File: src/hdl/stk500_bootloader_engine_unit_defines.svh
// Assertion macros used by the engine's top-level RTL file.
`ifndef STK500_BOOTLOADER_ENGINE_UNIT_DEFINES_SVH
`define STK500_BOOTLOADER_ENGINE_UNIT_DEFINES_SVH

// Condition must hold in the same cycle as its trigger.
`define STK_ASSERT_IMP(name, clk, rst_n, pre, post, msg) \
	name: assert property (@(posedge clk) disable iff (!rst_n) (pre) |-> (post)) \
		else $error(msg);

// Condition must hold in the cycle after its trigger.
`define STK_ASSERT_NXT(name, clk, rst_n, pre, post, msg) \
	name: assert property (@(posedge clk) disable iff (!rst_n) (pre) |=> (post)) \
		else $error(msg);

`endif

File: src/hdl/stk_pkg.sv
// Shared types and constants of the STK500 bootloader engine.
`timescale 1ns / 1ps

package stk_pkg;

	// Program store size in bytes; a power of two from 256 to 262144.
	localparam int STORE_BYTES = 65536;
	localparam int STORE_AW    = $clog2(STORE_BYTES);

	// Command queue between parser and executor.
	localparam int Q_DEPTH = 4;
	localparam int Q_AW    = $clog2(Q_DEPTH);
	localparam logic [Q_AW:0] Q_CNT_FULL = (Q_AW + 1)'(Q_DEPTH);

	// Protocol bytes.
	localparam logic [7:0] B_INSYNC      = 8'h14;
	localparam logic [7:0] B_OK          = 8'h10;
	localparam logic [7:0] B_EOP         = 8'h20;
	localparam logic [7:0] PARAM_UNKNOWN = 8'h03;
	localparam logic [7:0] UNIV_REPLY    = 8'h00;

	// Command codes.
	localparam logic [7:0] CMD_GET_PARAM  = 8'h41;
	localparam logic [7:0] CMD_SET_DEV    = 8'h42;
	localparam logic [7:0] CMD_SET_DEV_EXT = 8'h45;
	localparam logic [7:0] CMD_LEAVE      = 8'h51;
	localparam logic [7:0] CMD_LOAD_ADDR  = 8'h55;
	localparam logic [7:0] CMD_UNIVERSAL  = 8'h56;
	localparam logic [7:0] CMD_PROG_PAGE  = 8'h64;
	localparam logic [7:0] CMD_READ_PAGE  = 8'h74;
	localparam logic [7:0] CMD_READ_SIG   = 8'h75;

	// Parameter selects.
	localparam logic [7:0] PARAM_MAJOR = 8'h81;
	localparam logic [7:0] PARAM_MINOR = 8'h82;

	// Operand bytes skipped by the device setup and universal commands.
	localparam logic [15:0] SKIP_SET_DEV     = 16'd20;
	localparam logic [15:0] SKIP_SET_DEV_EXT = 16'd5;
	localparam logic [15:0] SKIP_UNIVERSAL   = 16'd4;

	// Configuration register indexes and reset values.
	localparam int CFG_IDX_W = 3;
	localparam logic [CFG_IDX_W-1:0] CFG_VER_MAJOR = 3'd0;
	localparam logic [CFG_IDX_W-1:0] CFG_VER_MINOR = 3'd1;
	localparam logic [CFG_IDX_W-1:0] CFG_SIG_FIRST = 3'd2;
	localparam logic [CFG_IDX_W-1:0] CFG_SIG_SECOND = 3'd3;
	localparam logic [CFG_IDX_W-1:0] CFG_SIG_THIRD = 3'd4;

	localparam logic [7:0] RST_VER_MAJOR  = 8'd8;
	localparam logic [7:0] RST_VER_MINOR  = 8'd0;
	localparam logic [7:0] RST_SIG_FIRST  = 8'd30;
	localparam logic [7:0] RST_SIG_SECOND = 8'd149;
	localparam logic [7:0] RST_SIG_THIRD  = 8'd15;

	typedef struct packed {
		logic [7:0] version_major;
		logic [7:0] version_minor;
		logic [7:0] signature_first;
		logic [7:0] signature_second;
		logic [7:0] signature_third;
	} cfg_t;

	typedef enum logic [3:0] {
		PH_IDLE,
		PH_PARAM,
		PH_SKIP,
		PH_ADDR_LO,
		PH_ADDR_HI,
		PH_LEN_HI,
		PH_LEN_LO,
		PH_DEST,
		PH_DATA,
		PH_EOP,
		PH_PENDING,
		PH_DONE
	} phase_t;

	typedef enum logic [1:0] {
		OP_WRITE,
		OP_READ,
		OP_REPLY
	} op_kind_t;

	// Reply shapes: SYNC = INSYNC only, SHORT = INSYNC OK,
	// DATA = INSYNC byte OK, SIG = INSYNC three signature bytes OK.
	typedef enum logic [1:0] {
		RPL_SYNC,
		RPL_SHORT,
		RPL_DATA,
		RPL_SIG
	} rpl_kind_t;

	typedef struct packed {
		op_kind_t            kind;
		rpl_kind_t           rpl;
		logic                last_rd;
		logic [STORE_AW-1:0] addr;
		logic [7:0]          data;
		logic                serr;
		logic                pending;
		logic                finished;
	} op_t;

	typedef struct packed {
		logic full;
		logic empty;
	} q_status_t;

	typedef logic [2:0] seq_idx_t;

endpackage

File: src/hdl/stk_queue.sv
// Short operation queue between the parser and the executor.
`timescale 1ns / 1ps

module stk_queue (
	input  logic               clk,
	input  logic               arst_n,
	input  logic               push,
	input  stk_pkg::op_t       push_op,
	input  logic               pop,
	output stk_pkg::op_t       pop_op,
	output stk_pkg::q_status_t q_st
);
	import stk_pkg::*;

	op_t             slot_q [Q_DEPTH];
	logic [Q_AW-1:0] wr_q;
	logic [Q_AW-1:0] rd_q;
	logic [Q_AW:0]   cnt_q;

	assign q_st.full  = cnt_q == Q_CNT_FULL;
	assign q_st.empty = cnt_q == '0;
	assign pop_op     = slot_q[rd_q];

	always_ff @(posedge clk) begin
		if (push)
			slot_q[wr_q] <= push_op;
	end

	always_ff @(posedge clk or negedge arst_n) begin
		if (!arst_n) begin
			wr_q  <= '0;
			rd_q  <= '0;
			cnt_q <= '0;
		end else begin
			if (push)
				wr_q <= wr_q + 1'b1;
			if (pop)
				rd_q <= rd_q + 1'b1;
			if (push && !pop)
				cnt_q <= cnt_q + 1'b1;
			else if (pop && !push)
				cnt_q <= cnt_q - 1'b1;
		end
	end

endmodule

File: config.mk
export PLATFORM = sky130hd
export DESIGN_NAME = stk_queue
export DESIGN_NICKNAME = d
export VERILOG_FILES = /design/src/hdl/stk500_bootloader_engine_unit_defines.svh /design/src/hdl/stk_pkg.sv /design/src/hdl/stk_queue.sv
export SDC_FILE = /design/constraint.sdc
export NUM_CORES = 1
export LEC_CHECK = 0
export BUFFER_PORTS_ARGS = -buffer_cell sky130_fd_sc_hd__buf_2
export CORE_UTILIZATION = 45
export DETAILED_ROUTE_END_ITERATION = 7
export GPL_TIMING_DRIVEN = 0
export PLACE_DENSITY = 0.63
export RECOVER_POWER = 100
export SLEW_MARGIN = 20
export SYNTH_ARGS = -nofsm -noshare
export SYNTH_HDL_FRONTEND = slang
export SYNTH_SLANG_ARGS = --single-unit
File: constraint.sdc
create_clock -name clk -period 4.65 [get_ports clk]
set_input_delay 0.93 -clock clk [delete_from_list [all_inputs] [get_ports clk]]
set_output_delay 0.93 -clock clk [all_outputs]
set_load 0.02 [all_outputs]
==> impl_metrics.yaml <==
run_status:
  status: "finished clean"
power_and_ir_drop:
  power_frac_seq: 0.403
  power.internal_uw: 2890
  pwr-share-clk: 0.310
  powerDensity_nw_per_um2: 679
  switching_share: 0.303
  leakage_uw: 0.00201
  worst_ir_drop_vdd_mv: 0.362
  combPwrFrac: 0.288
  power.switching_uw: 1260
timing:
  slew_viol_final: 0
  clock_skew_ns: 0.00817
  hold_violations: 0
  rsz0062_at_grt: "no"
  finalSetupViolCount: 0
  maxSlewHeadroom: 0.0160
  setup_tns_ns: 0
  period_share: 0.692
  period_needed_ns: 3.22
  timing.final.ws_setup_ns: 1.43
  fmax_mhz: 311
  worstMarginPinSlew_ns: 1.48
yosys:
  synth_xor_area_frac: 0.0104
  netlist_instances: 202
  synth_top_family_by_area: "multiplexers"
  synth_top_cell_by_area: "edfxtp_1"
  syn_area_sq_um: 5060
  synth_compound_area_frac: 0.000989
  muxShareOfSynthArea: 0.148
  syn-num-nets: 244
  yosys.area_share.simple: 0.00964
  ys_top_cells_by_area: "edfxtp_1 (76%), mux4_2 (12%), dfrtp_1 (3.5%)"
  synth_cell_types: 20
  synth_adder_area_share: 0.0163
  yosysWarningCount: 0
  syn_area_per_cell_sq_um: 25.0
  seq_area_frac_synth: 0.794
  ys_ff_latch: 135
  synth_top_cell_area_share: 0.760
placed_design:
  portBuffers: 69
  place_ws_ns: 2.21
  gp_congestion: 0.614
  placed_cell_area_sq_um: 5680
  place_hpwl_um: 5280
drt:
  vias_per_cell: 5.03
  drt_first_iter_violations: 57
  dr.max_layer_used: "met4"
  wl_met2_um: 4210
  wire_per_inst_um: 18.5
  drc: 0
  vias: 2247
  drt.antenna.violating_nets: 0
  routed_wl_um: 8270
  wl_met1_um: 3590
  detailroute.wirelength.met3_um: 403
  firstDrtPassIters: 4
critical_path:
  cp_cell_sequence: "clkbuf_1 > buf_12 > mux4_2 > clkbuf_1"
  end_kind: "output pin"
  cp_top_family: "buffers and inverters"
  crit_buf_inv: 3
  cp-start-kind: "register"
  cp_max_fo: 10
  critPathSlowestCell: "mux4_2"
  crit_type: "register to output pin"
  crit_required_ns: 3.72
  cp_common_cell: "clkbuf_1"
  worst-path-stages: 4
  arrival_ns: 2.29
  worst_r2r_path_depth: 4
  critical_path.max_stage_delay_ns: 0.53
floorplanning:
  row_count: 38
  die_w_um: 108
  die_area_sq_um: 11700
  io_pins: 70
  floorplan.initialDensity: 0.465
  fp.coreArea_sq_um: 10900
  die-height_um: 108
clock_network:
  cts_tree: "done"
  htree_levels: 4
  max-clock-path-buffers: 2
  clkSlewWorstSetupHoldPaths_ns: 0.06
  cts_root_buffer: "clkbuf_8"
  cts_setup_buffers: 0
  ctsResizeCount: 0
  numCtsBuffers: 17
  cts.sinks: 135
  postCtsHoldBufs: 0
  clk_latency_ns: 0.51
global_route:
  grtUsageTotal: 0.159
  grt_pass1_vias: 2433
  overflow: 0
  grt_pass1_wl_um: 12700
  antenna_found_initial: 0
  grt_max_degree: 23
layout:
  nets: 336
  postLayoutCoreUtil: 0.561
  syn_to_final_growth_pct: 20.7
  drive_above_1_share: 0.221
  fin_area_sq_um: 6110
  fillers: 843
  diodes: 0
hold_path:
  hp-class: "primary input to asynchronous set/reset pin"
flow_run:
  maxCapViolCount: 0
[synthesized netlist by cell type]
master,n
and2_1,4
buf_12,3
buf_2,3
buf_6,1
clkbuf_1,1
dfrtp_1,7
edfxtp_1,128
fa_1,1
ha_1,5
inv_1,4
mux2_2,1
mux4_1,4
mux4_2,28
nand2_1,2
nor2_1,1
nor3_1,1
nor3b_1,1
o21ai_0,1
xnor2_1,2
xor2_1,4
[state kept, by name (all words and copies together) (netlist names)]
signal	flops
cnt_q	3
rd_q	2
slot_q	128
wr_q	2
[per-layer routing]
metal  global-route usage  vias to the layer above
met5                    0                        -
met1                0.199                     1145
li1                     -                     1036
met4               0.0528                        0
met3               0.0621                        6
met2                0.253                       60
[placed cells by master (no fill, tap or decap), drive strengths merged, types with 3 or more instances in the layout]
cell / Yosys / routed
clkbuf: 1 / 97
buf: 7 / 9
ha: 5 / 5
dfrtp: 7 / 7
inv: 4 / 4
and2: 4 / 4
xor2: 4 / 4
clkinvlp: 0 / 4
edfxtp: 128 / 128
mux4: 32 / 32
clkinv: 0 / 3
[layout make-up]
class                           count  area, sq um  area share
Sequential cell                   135         4020       0.658
Multi-Input combinational cell     55          936       0.153
Clock buffer                       25          549      0.0899
Timing Repair Buffer               73          278      0.0455
Tap cell                          140          175      0.0287
Buffer                              8         82.6      0.0135
Clock inverter                      7         52.6     0.00860
Inverter                            4         15.0     0.00246
[worst paths after layout]
kind,slack [ns],start,to
min in group clk,0.50,cnt_q[2],cnt_q[2]
worst min-delay path,0.31,arst_n,cnt_q[1]
worst max-delay path,1.43,rd_q[0],pop_op[6]
max in group asynchronous,4.06,arst_n,rd_q[0]
worst max register to register,1.75,wr_q[0],slot_q[2][3]
worst min register to register,0.50,cnt_q[2],cnt_q[2]
[power groups by stage]
| stage | clock (uW) | sequential, uW | combinational, uW |
|---|---|---|---|
| after floorplan | 0 | 1670 | 914 |
| after global placement | 0 | 1690 | 1260 |
| after detailed placement | 0 | 1690 | 1330 |
| after CTS | 1310 | 1660 | 1330 |
| after global routing | 1360 | 1690 | 1290 |
| final | 1280 | 1670 | 1190 |
[per-stage QoR]
step | hold slack [ns] | std cells | power [uW]
2_1_floorplan | 0.456 | 202 | 2590
3_3_place_gp | 0.474 | 411 | 2950
3_5_place_dp | 0.485 | 415 | 3020
4_1_cts | 0.224 | 447 | 4300
5_1_grt | 0.307 | 447 | 4350
6_report | 0.311 | 447 | 4150
[cell families after synthesis]
kind of cell    count (synthesis)
flops                         135
compound gates                  1
buf+inv                        12
fa+ha+maj                       6
xor+xnor                        6
simple gates                    9
mux                            33
Note: power is estimated with default switching activity, not from simulation.
