===== src/hdl/stk500_bootloader_engine_unit_defines.svh =====
// Assertion macros used by the engine's top-level RTL file.
`ifndef STK500_BOOTLOADER_ENGINE_UNIT_DEFINES_SVH
`define STK500_BOOTLOADER_ENGINE_UNIT_DEFINES_SVH

// Condition must hold in the same cycle as its trigger.
`define STK_ASSERT_IMP(name, clk, rst_n, pre, post, msg) \
	name: assert property (@(posedge clk) disable iff (!rst_n) (pre) |-> (post)) \
		else $error(msg);

// Condition must hold in the cycle after its trigger.
`define STK_ASSERT_NXT(name, clk, rst_n, pre, post, msg) \
	name: assert property (@(posedge clk) disable iff (!rst_n) (pre) |=> (post)) \
		else $error(msg);

`endif


===== src/hdl/stk_pkg.sv =====
// Shared types and constants of the STK500 bootloader engine.
`timescale 1ns / 1ps

package stk_pkg;

	// Program store size in bytes; a power of two from 256 to 262144.
	localparam int STORE_BYTES = 65536;
	localparam int STORE_AW    = $clog2(STORE_BYTES);

	// Command queue between parser and executor.
	localparam int Q_DEPTH = 4;
	localparam int Q_AW    = $clog2(Q_DEPTH);
	localparam logic [Q_AW:0] Q_CNT_FULL = (Q_AW + 1)'(Q_DEPTH);

	// Protocol bytes.
	localparam logic [7:0] B_INSYNC      = 8'h14;
	localparam logic [7:0] B_OK          = 8'h10;
	localparam logic [7:0] B_EOP         = 8'h20;
	localparam logic [7:0] PARAM_UNKNOWN = 8'h03;
	localparam logic [7:0] UNIV_REPLY    = 8'h00;

	// Command codes.
	localparam logic [7:0] CMD_GET_PARAM  = 8'h41;
	localparam logic [7:0] CMD_SET_DEV    = 8'h42;
	localparam logic [7:0] CMD_SET_DEV_EXT = 8'h45;
	localparam logic [7:0] CMD_LEAVE      = 8'h51;
	localparam logic [7:0] CMD_LOAD_ADDR  = 8'h55;
	localparam logic [7:0] CMD_UNIVERSAL  = 8'h56;
	localparam logic [7:0] CMD_PROG_PAGE  = 8'h64;
	localparam logic [7:0] CMD_READ_PAGE  = 8'h74;
	localparam logic [7:0] CMD_READ_SIG   = 8'h75;

	// Parameter selects.
	localparam logic [7:0] PARAM_MAJOR = 8'h81;
	localparam logic [7:0] PARAM_MINOR = 8'h82;

	// Operand bytes skipped by the device setup and universal commands.
	localparam logic [15:0] SKIP_SET_DEV     = 16'd20;
	localparam logic [15:0] SKIP_SET_DEV_EXT = 16'd5;
	localparam logic [15:0] SKIP_UNIVERSAL   = 16'd4;

	// Configuration register indexes and reset values.
	localparam int CFG_IDX_W = 3;
	localparam logic [CFG_IDX_W-1:0] CFG_VER_MAJOR = 3'd0;
	localparam logic [CFG_IDX_W-1:0] CFG_VER_MINOR = 3'd1;
	localparam logic [CFG_IDX_W-1:0] CFG_SIG_FIRST = 3'd2;
	localparam logic [CFG_IDX_W-1:0] CFG_SIG_SECOND = 3'd3;
	localparam logic [CFG_IDX_W-1:0] CFG_SIG_THIRD = 3'd4;

	localparam logic [7:0] RST_VER_MAJOR  = 8'd8;
	localparam logic [7:0] RST_VER_MINOR  = 8'd0;
	localparam logic [7:0] RST_SIG_FIRST  = 8'd30;
	localparam logic [7:0] RST_SIG_SECOND = 8'd149;
	localparam logic [7:0] RST_SIG_THIRD  = 8'd15;

	typedef struct packed {
		logic [7:0] version_major;
		logic [7:0] version_minor;
		logic [7:0] signature_first;
		logic [7:0] signature_second;
		logic [7:0] signature_third;
	} cfg_t;

	typedef enum logic [3:0] {
		PH_IDLE,
		PH_PARAM,
		PH_SKIP,
		PH_ADDR_LO,
		PH_ADDR_HI,
		PH_LEN_HI,
		PH_LEN_LO,
		PH_DEST,
		PH_DATA,
		PH_EOP,
		PH_PENDING,
		PH_DONE
	} phase_t;

	typedef enum logic [1:0] {
		OP_WRITE,
		OP_READ,
		OP_REPLY
	} op_kind_t;

	// Reply shapes: SYNC = INSYNC only, SHORT = INSYNC OK,
	// DATA = INSYNC byte OK, SIG = INSYNC three signature bytes OK.
	typedef enum logic [1:0] {
		RPL_SYNC,
		RPL_SHORT,
		RPL_DATA,
		RPL_SIG
	} rpl_kind_t;

	typedef struct packed {
		op_kind_t            kind;
		rpl_kind_t           rpl;
		logic                last_rd;
		logic [STORE_AW-1:0] addr;
		logic [7:0]          data;
		logic                serr;
		logic                pending;
		logic                finished;
	} op_t;

	typedef struct packed {
		logic full;
		logic empty;
	} q_status_t;

	typedef logic [2:0] seq_idx_t;

endpackage


===== src/hdl/stk_cmd_if.sv =====
// Input channel: received bytes and transmit slots.
`timescale 1ns / 1ps

interface stk_cmd_if;
	logic       valid;
	logic       ready;
	logic       action;
	logic [7:0] rx_byte;

	modport source (output valid, output action, output rx_byte, input ready);
	modport sink (input valid, input action, input rx_byte, output ready);
endinterface


===== src/hdl/stk_front.sv =====
// Command parser: one item per cycle while cmd.ready; queues store and reply ops.
`timescale 1ns / 1ps

module stk_front (
	input  logic              clk,
	input  logic              arst_n,
	stk_cmd_if.sink           cmd,
	input  stk_pkg::cfg_t     cfg,
	input  logic              clr_busy,
	input  stk_pkg::q_status_t q_st,
	output logic              push,
	output stk_pkg::op_t      push_op
);
	import stk_pkg::*;

	phase_t              phase_q, phase_d;
	logic [7:0]          cmd_q, cmd_d;
	logic [15:0]         bc_q, bc_d;
	logic [15:0]         addr_q, addr_d;
	logic [15:0]         plen_q, plen_d;
	logic [7:0]          psel_q, psel_d;
	logic                done_q, done_d;
	logic                take;
	logic [15:0]         bc_inc;
	logic [15:0]         bc_dec;
	logic [17:0]         idx_sum;

	assign cmd.ready = !clr_busy && !q_st.full;
	assign take      = cmd.valid && cmd.ready;
	assign bc_inc    = bc_q + 16'd1;
	assign bc_dec    = (bc_q != 16'd0) ? bc_q - 16'd1 : bc_q;
	// byte index = 2 * word address + offset, wrapped to the store size
	assign idx_sum   = {1'b0, addr_q, 1'b0} + {2'b00, bc_q};

	// next state
	always_comb begin
		phase_d = phase_q;
		cmd_d   = cmd_q;
		bc_d    = bc_q;
		addr_d  = addr_q;
		plen_d  = plen_q;
		psel_d  = psel_q;
		done_d  = done_q;
		if (take && !done_q) begin
			if (cmd.action) begin
				if (phase_q == PH_PENDING) begin
					bc_d = bc_inc;
					if (bc_inc >= plen_q)
						phase_d = PH_IDLE;
				end
			end else begin
				unique case (phase_q)
					PH_IDLE: begin
						cmd_d = cmd.rx_byte;
						unique case (cmd.rx_byte)
							CMD_GET_PARAM: phase_d = PH_PARAM;
							CMD_SET_DEV: begin
								bc_d    = SKIP_SET_DEV;
								phase_d = PH_SKIP;
							end
							CMD_SET_DEV_EXT: begin
								bc_d    = SKIP_SET_DEV_EXT;
								phase_d = PH_SKIP;
							end
							CMD_UNIVERSAL: begin
								bc_d    = SKIP_UNIVERSAL;
								phase_d = PH_SKIP;
							end
							CMD_LOAD_ADDR: phase_d = PH_ADDR_LO;
							CMD_PROG_PAGE, CMD_READ_PAGE: phase_d = PH_LEN_HI;
							default: phase_d = PH_EOP;
						endcase
					end
					PH_PARAM: begin
						psel_d  = cmd.rx_byte;
						phase_d = PH_EOP;
					end
					PH_SKIP: begin
						bc_d = bc_dec;
						if (bc_dec == 16'd0)
							phase_d = PH_EOP;
					end
					PH_ADDR_LO: begin
						addr_d  = {addr_q[15:8], cmd.rx_byte};
						phase_d = PH_ADDR_HI;
					end
					PH_ADDR_HI: begin
						addr_d  = {cmd.rx_byte, addr_q[7:0]};
						phase_d = PH_EOP;
					end
					PH_LEN_HI: begin
						plen_d  = {cmd.rx_byte, 8'h00};
						phase_d = PH_LEN_LO;
					end
					PH_LEN_LO: begin
						plen_d  = {plen_q[15:8], cmd.rx_byte};
						phase_d = PH_DEST;
					end
					PH_DEST: begin
						bc_d = 16'd0;
						if (cmd_q == CMD_PROG_PAGE && plen_q != 16'd0)
							phase_d = PH_DATA;
						else
							phase_d = PH_EOP;
					end
					PH_DATA: begin
						bc_d = bc_inc;
						if (bc_inc >= plen_q)
							phase_d = PH_EOP;
					end
					PH_EOP: begin
						phase_d = PH_IDLE;
						if (cmd_q == CMD_LEAVE) begin
							done_d  = 1'b1;
							phase_d = PH_DONE;
						end else if (cmd_q == CMD_READ_PAGE) begin
							bc_d = 16'd0;
							if (plen_q != 16'd0)
								phase_d = PH_PENDING;
						end
					end
					PH_PENDING, PH_DONE: begin
						phase_d = phase_q;
					end
					default: phase_d = PH_IDLE;
				endcase
			end
		end
	end

	// queued operation
	always_comb begin
		push             = 1'b0;
		push_op          = '0;
		push_op.kind     = OP_REPLY;
		push_op.rpl      = RPL_SHORT;
		push_op.last_rd  = bc_inc >= plen_q;
		push_op.addr     = idx_sum[STORE_AW-1:0];
		push_op.data     = cmd.rx_byte;
		push_op.serr     = 1'b0;
		push_op.pending  = phase_d == PH_PENDING;
		push_op.finished = done_d;
		if (take && !done_q) begin
			if (cmd.action) begin
				if (phase_q == PH_PENDING) begin
					push         = 1'b1;
					push_op.kind = OP_READ;
				end
			end else if (phase_q == PH_DATA) begin
				push         = 1'b1;
				push_op.kind = OP_WRITE;
			end else if (phase_q == PH_EOP) begin
				push         = 1'b1;
				push_op.kind = OP_REPLY;
				push_op.serr = cmd.rx_byte != B_EOP;
				unique case (cmd_q)
					CMD_GET_PARAM: begin
						push_op.rpl = RPL_DATA;
						priority if (psel_q == PARAM_MINOR)
							push_op.data = cfg.version_minor;
						else if (psel_q == PARAM_MAJOR)
							push_op.data = cfg.version_major;
						else
							push_op.data = PARAM_UNKNOWN;
					end
					CMD_UNIVERSAL: begin
						push_op.rpl  = RPL_DATA;
						push_op.data = UNIV_REPLY;
					end
					CMD_READ_PAGE: begin
						push_op.rpl = (plen_q != 16'd0) ? RPL_SYNC : RPL_SHORT;
					end
					CMD_READ_SIG: push_op.rpl = RPL_SIG;
					default: push_op.rpl = RPL_SHORT;
				endcase
			end
		end
	end

	always_ff @(posedge clk or negedge arst_n) begin
		if (!arst_n) begin
			phase_q <= PH_IDLE;
			cmd_q   <= '0;
			bc_q    <= '0;
			addr_q  <= '0;
			plen_q  <= '0;
			psel_q  <= '0;
			done_q  <= 1'b0;
		end else begin
			phase_q <= phase_d;
			cmd_q   <= cmd_d;
			bc_q    <= bc_d;
			addr_q  <= addr_d;
			plen_q  <= plen_d;
			psel_q  <= psel_d;
			done_q  <= done_d;
		end
	end

endmodule


===== src/flat_wrapper.sv =====
// flat-port wrapper written by rule: the top's interface ports become plain ports
module stk_front_flat import stk_pkg::*;
  (clk, arst_n, cfg, clr_busy, q_st, push, push_op, cmd_valid, cmd_action, cmd_rx_byte, cmd_ready);
  stk_cmd_if cmd_i ();
  input  logic clk;
  input  logic arst_n;
  input  stk_pkg::cfg_t cfg;
  input  logic clr_busy;
  input  stk_pkg::q_status_t q_st;
  output logic push;
  output stk_pkg::op_t push_op;
  input wire logic [$bits(cmd_i.valid)-1:0] cmd_valid;
  input wire logic [$bits(cmd_i.action)-1:0] cmd_action;
  input wire logic [$bits(cmd_i.rx_byte)-1:0] cmd_rx_byte;
  output wire logic [$bits(cmd_i.ready)-1:0] cmd_ready;
  assign cmd_i.valid = cmd_valid;
  assign cmd_i.action = cmd_action;
  assign cmd_i.rx_byte = cmd_rx_byte;
  assign cmd_ready = cmd_i.ready;
  stk_front u_core (.clk(clk), .arst_n(arst_n), .cmd(cmd_i), .cfg(cfg), .clr_busy(clr_busy), .q_st(q_st), .push(push), .push_op(push_op));
endmodule

===== config.mk =====
export PLATFORM = sky130hd
export DESIGN_NAME = stk_front_flat
export DESIGN_NICKNAME = d
export VERILOG_FILES = /design/src/hdl/stk500_bootloader_engine_unit_defines.svh /design/src/hdl/stk_pkg.sv /design/src/hdl/stk_cmd_if.sv /design/src/hdl/stk_front.sv /design/src/flat_wrapper.sv
export SDC_FILE = /design/constraint.sdc
export NUM_CORES = 1
export LEC_CHECK = 0
export ABC_CLOCK_PERIOD_IN_PS = 3850
export BUFFER_PORTS_ARGS = -buffer_cell sky130_fd_sc_hd__buf_2
export CAP_MARGIN = 15
export CORE_ASPECT_RATIO = 1.5
export CORE_MARGIN = 3
export CORE_UTILIZATION = 50
export CTS_CLUSTER_SIZE = 14
export DETAILED_ROUTE_END_ITERATION = 16
export GPL_ROUTABILITY_DRIVEN = 0
export PLACE_DENSITY = 0.75
export SETUP_SLACK_MARGIN = 0.02
export SYNTH_ARGS = -nofsm -noshare
export SYNTH_HDL_FRONTEND = slang
export SYNTH_SLANG_ARGS = --single-unit

===== constraint.sdc =====
create_clock -name clk -period 3.85 [get_ports clk]
set_clock_uncertainty 0.15 [all_clocks]
set_input_delay 0.5775 -clock clk [delete_from_list [all_inputs] [get_ports clk]]
set_output_delay 0.5775 -clock clk [all_outputs]
set_load 0.005 [all_outputs]

==> summary.md <==
| Metric | Value |
|---|---|
| Worst Slack Setup Final | `-433 ps` |
| Slowest-stage cell, CP | `or3_4` |
| # diodes | `0` |
| Dominant synthesized flop cell | `dfrtp_1` |
| Final Slew Violations | `0` |
| CTS tree | `done` |
| Largest net degree at the start of global routing | `47` |
| Filler cells | `911` |
| Tmin final | `4280 ps` |
| MaxCap Viol Count | `0` |
| Synth Area in Adders | `7.72%` |
| Mean Syn Cell Area | `8.32 µm²` |
| Worst r2r path cells | `14` |
| Root Driver | `clkbuf_16` |
| Initial Util | `51.4%` |
| Commonest cells post-synth | `nand2_1, dfrtp_1, o21ai_0` |
| Multi-input logic area | `3610 µm²` |
| Post-synthesis mux area share | `5.31%` |
| PwrDens | `608 nW/µm²` |
| Violated checks | `negative setup slack` |
| Via count | `5,706` |
| Number of DRC markers in iteration 0 | `469` |
| Post-synth ARST share | `100%` |
| DR WL/cell | `19.2 µm` |
| Setup TNS | `-433 ps` |
| RSZ-0062 raised after global routing | `true` |
| Main combinational cell family by area after synthesis | `simple AND/OR/NAND/NOR gates` |
| Final ANT Viol Nets | `0` |
| Rows | `46` |
| Mapped Cells | `655` |
| Dpl ws | `-204 ps` |
| Worst-case clock buffer depth | `2` |
| Syn_nets | `743` |
| Worst-Margin Slew | `843 ps` |
| Post-synth EDFFs | `0` |
| Die height | `134 µm` |
| R2r setup slk | `350 ps` |
| CTS H-tree lvls | `3` |
| Antenna violations before repair | `0` |
| Total GRT Usage | `27.8%` |
| Cell depth of the worst setup path | `14` |
| Peak VDD IR | `351 µV` |
| Die Area | `12,200 µm²` |
| FF/Latch Area | `1700 µm²` |
| Arr. time, crit path | `3560 ps` |
| Setup crit start | `u_core.bc_q[4]` |
| Worst hold path class | `input port to asynchronous set/reset pin` |
| Synth-to-Final Area Change | `22.4%` |
| CP bufs+invs | `1` |
| Synth Area in XOR/XNOR | `5.14%` |
| Synth area leaders | `dfrtp_1, ha_1, o21ai_0` |
| Vias/cell | `6.40` |
| CORE AREA | `10,600 µm²` |
| Fin. Hold Viols | `0` |
| Count leader, synth | `nand2_1` |
| Hold buffers post-CTS | `0` |
| Synth Area in Simple Gates | `22.6%` |
| Crit end category | `output pin` |
| Buffers added on ports | `63` |
| WL final | `17.1 mm` |
| Worst-path clk slew | `60 ps` |
| CTS Sinks | `68` |
| Sequential-to-total area share from yosys stat | `31.2%` |
| CP Cell Sequence | `and4_4, and3_4, nand4_1, or3_4, xnor2_4, ha_4, nand4_1, a211oi_4, o311a_1, a41oi_2, a41oi_2, nor3b_2, o211a_1, buf_2` |
| Status | `finished, violations left` |
| Crit path max fanout | `4` |
| Pleak | `0.00300 µW` |
| Grt ovf | `0` |
| FF+latch count, synth | `68` |
| Drt pass-1 iters | `5` |
| Top cell type's share of synthesized area | `31.2%` |
| DRC viols | `0` |
| Setup crit start kind | `flop` |
| Compound-Gate Fraction of Synth Area | `22.6%` |
| Worst path top cell family by delay | `simple AND/OR/NAND/NOR gates` |
| Yosys warning total | `0` |
| I/O pin cnt | `89` |
| Synth cell types | `71` |
| Nets@finish | `830` |
| First-pass GRT wire length | `27.0 mm` |
| Crit Reg-Reg Endpoint | `u_core.phase_q[0]` |
| Area leader, netlist | `dfrtp_1` |
| CTS buffer count | `9` |
| Placed wire-length estimate | `12.3 mm` |
| Final worst path period share | `111%` |
| R2r startpoint | `u_core.bc_q[4]` |
| Vias in the first global route | `5,503` |
| Setup violators final | `1` |
| Worst path max stage delay | `470 ps` |
| Critical path class | `flop to output pin` |
| Die X | `91.2 µm` |
| Fmax | `0.234 GHz` |
| Layout cells sized above 1 | `26.4%` |
| Critical Path RT | `3120 ps` |
| Rel. slew slack | `43.6%` |
| Latest clock arrival within the worst-skew pair | `340 ps` |
| Synth Cell Area | `5450 µm²` |
## cell type report
type | instances | share of cell area (%)
Clock inverter | 4 | 1.09
Sequential cell | 68 | 25.5
Clock buffer | 12 | 3.70
Multi-Input combinational cell | 515 | 54.1
Inverter | 30 | 1.69
Tap cell | 144 | 2.70
Timing Repair Buffer | 118 | 11.2
## per-stage QoR
stage | hold slack, ps | cells | utilization, % | total power [µW] | instance area, µm²
after floorplan | 132 | 655 | - | 2380 | 5460
after global placement | 321 | 865 | 57.7 | 2880 | 6110
after detailed placement | 331 | 865 | 57.7 | 2980 | 6110
after CTS | 310 | 882 | 61.4 | 3920 | 6510
after global routing | 54.6 | 891 | 63.0 | 4310 | 6670
final | 24.1 | 891 | 63.0 | 4050 | 6670
## report_power, final
part | leakage (µW) | switching, µW | internal [µW]
clock | 0.000153 | 308 | 584
sequential | 0.000884 | 244 | 919
combinational | 0.00197 | 1090 | 912
total | 0.00300 | 1640 | 2410
## per-layer routing
layer | GRT usage, % | share of wire (%) | vias up
met1 | 31.7 | 37 | 2693
met4 | 16.1 | 6.0 | 0
li1 | - | - | 2592
met2 | 48.1 | 49 | 324
met3 | 5.27 | 8.0 | 97
met5 | 0 | 0 | -
## flip-flops by register name (all words and copies together), names as in the netlist
signal,cells
u_core.plen_q,16
u_core.cmd_q,8
u_core.psel_q,8
u_core.done_q,1
u_core.phase_q,4
u_core.bc_q,16
u_core.addr_q,15
## kinds of logic after synthesis
logic type,count (synthesis)
multiplexers,26
XOR/XNOR,32
adder cells (fa/ha/maj),33
AND/OR/NAND/NOR,234
flip-flops,68
AO/OA/AOI/OAI,190
buffers and inverters,72
## layout by cell type (no fill, tap or decap), types with 14 or more instances in the layout
master   Yosys  layout
nor2_1      41      39
ha_1        32      30
buf_2        3      63
nand2_1     69      69
buf_4        3      53
a21oi_1     35      34
mux2_2      23      23
dfrtp_1     68      67
nor3_1      15      14
o21ai_0     59      59
nand4_1     15      15
inv_1       30      30
nor4_1      16      14
xnor2_1     21      20
## how the worst max path moves through the flow
stage / slack (ps) / end
2_1_floorplan: 40 / push_op[1]
3_3_place_gp: -130 / push_op[1]
3_5_place_dp: -200 / push_op[1]
4_1_cts: -390 / push_op[1]
5_1_grt: -550 / push_op[1]
6_report: -430 / push_op[1]
## worst register-to-register path, stage by stage (launching register included)
cell and delay, ps:
dfrtp_1 350, and4_4 240, and3_4 200, nand4_1 160, or3_4 470, xnor2_4 150, ha_4 180, or4_4 430
a21oi_4 160, a31oi_4 120, a211o_1 290, a211oi_2 200, buf_4 150, buf_4 90, o21ai_0 50
## timing repair
action	in CTS	in global routing
pin swaps	4	13
gates resized for setup	13	15
setup endpoints to repair	3	4
buffers inserted	1	8
endpoints found under the hold margin	0	0
Power figures use the tool's default switching activity.
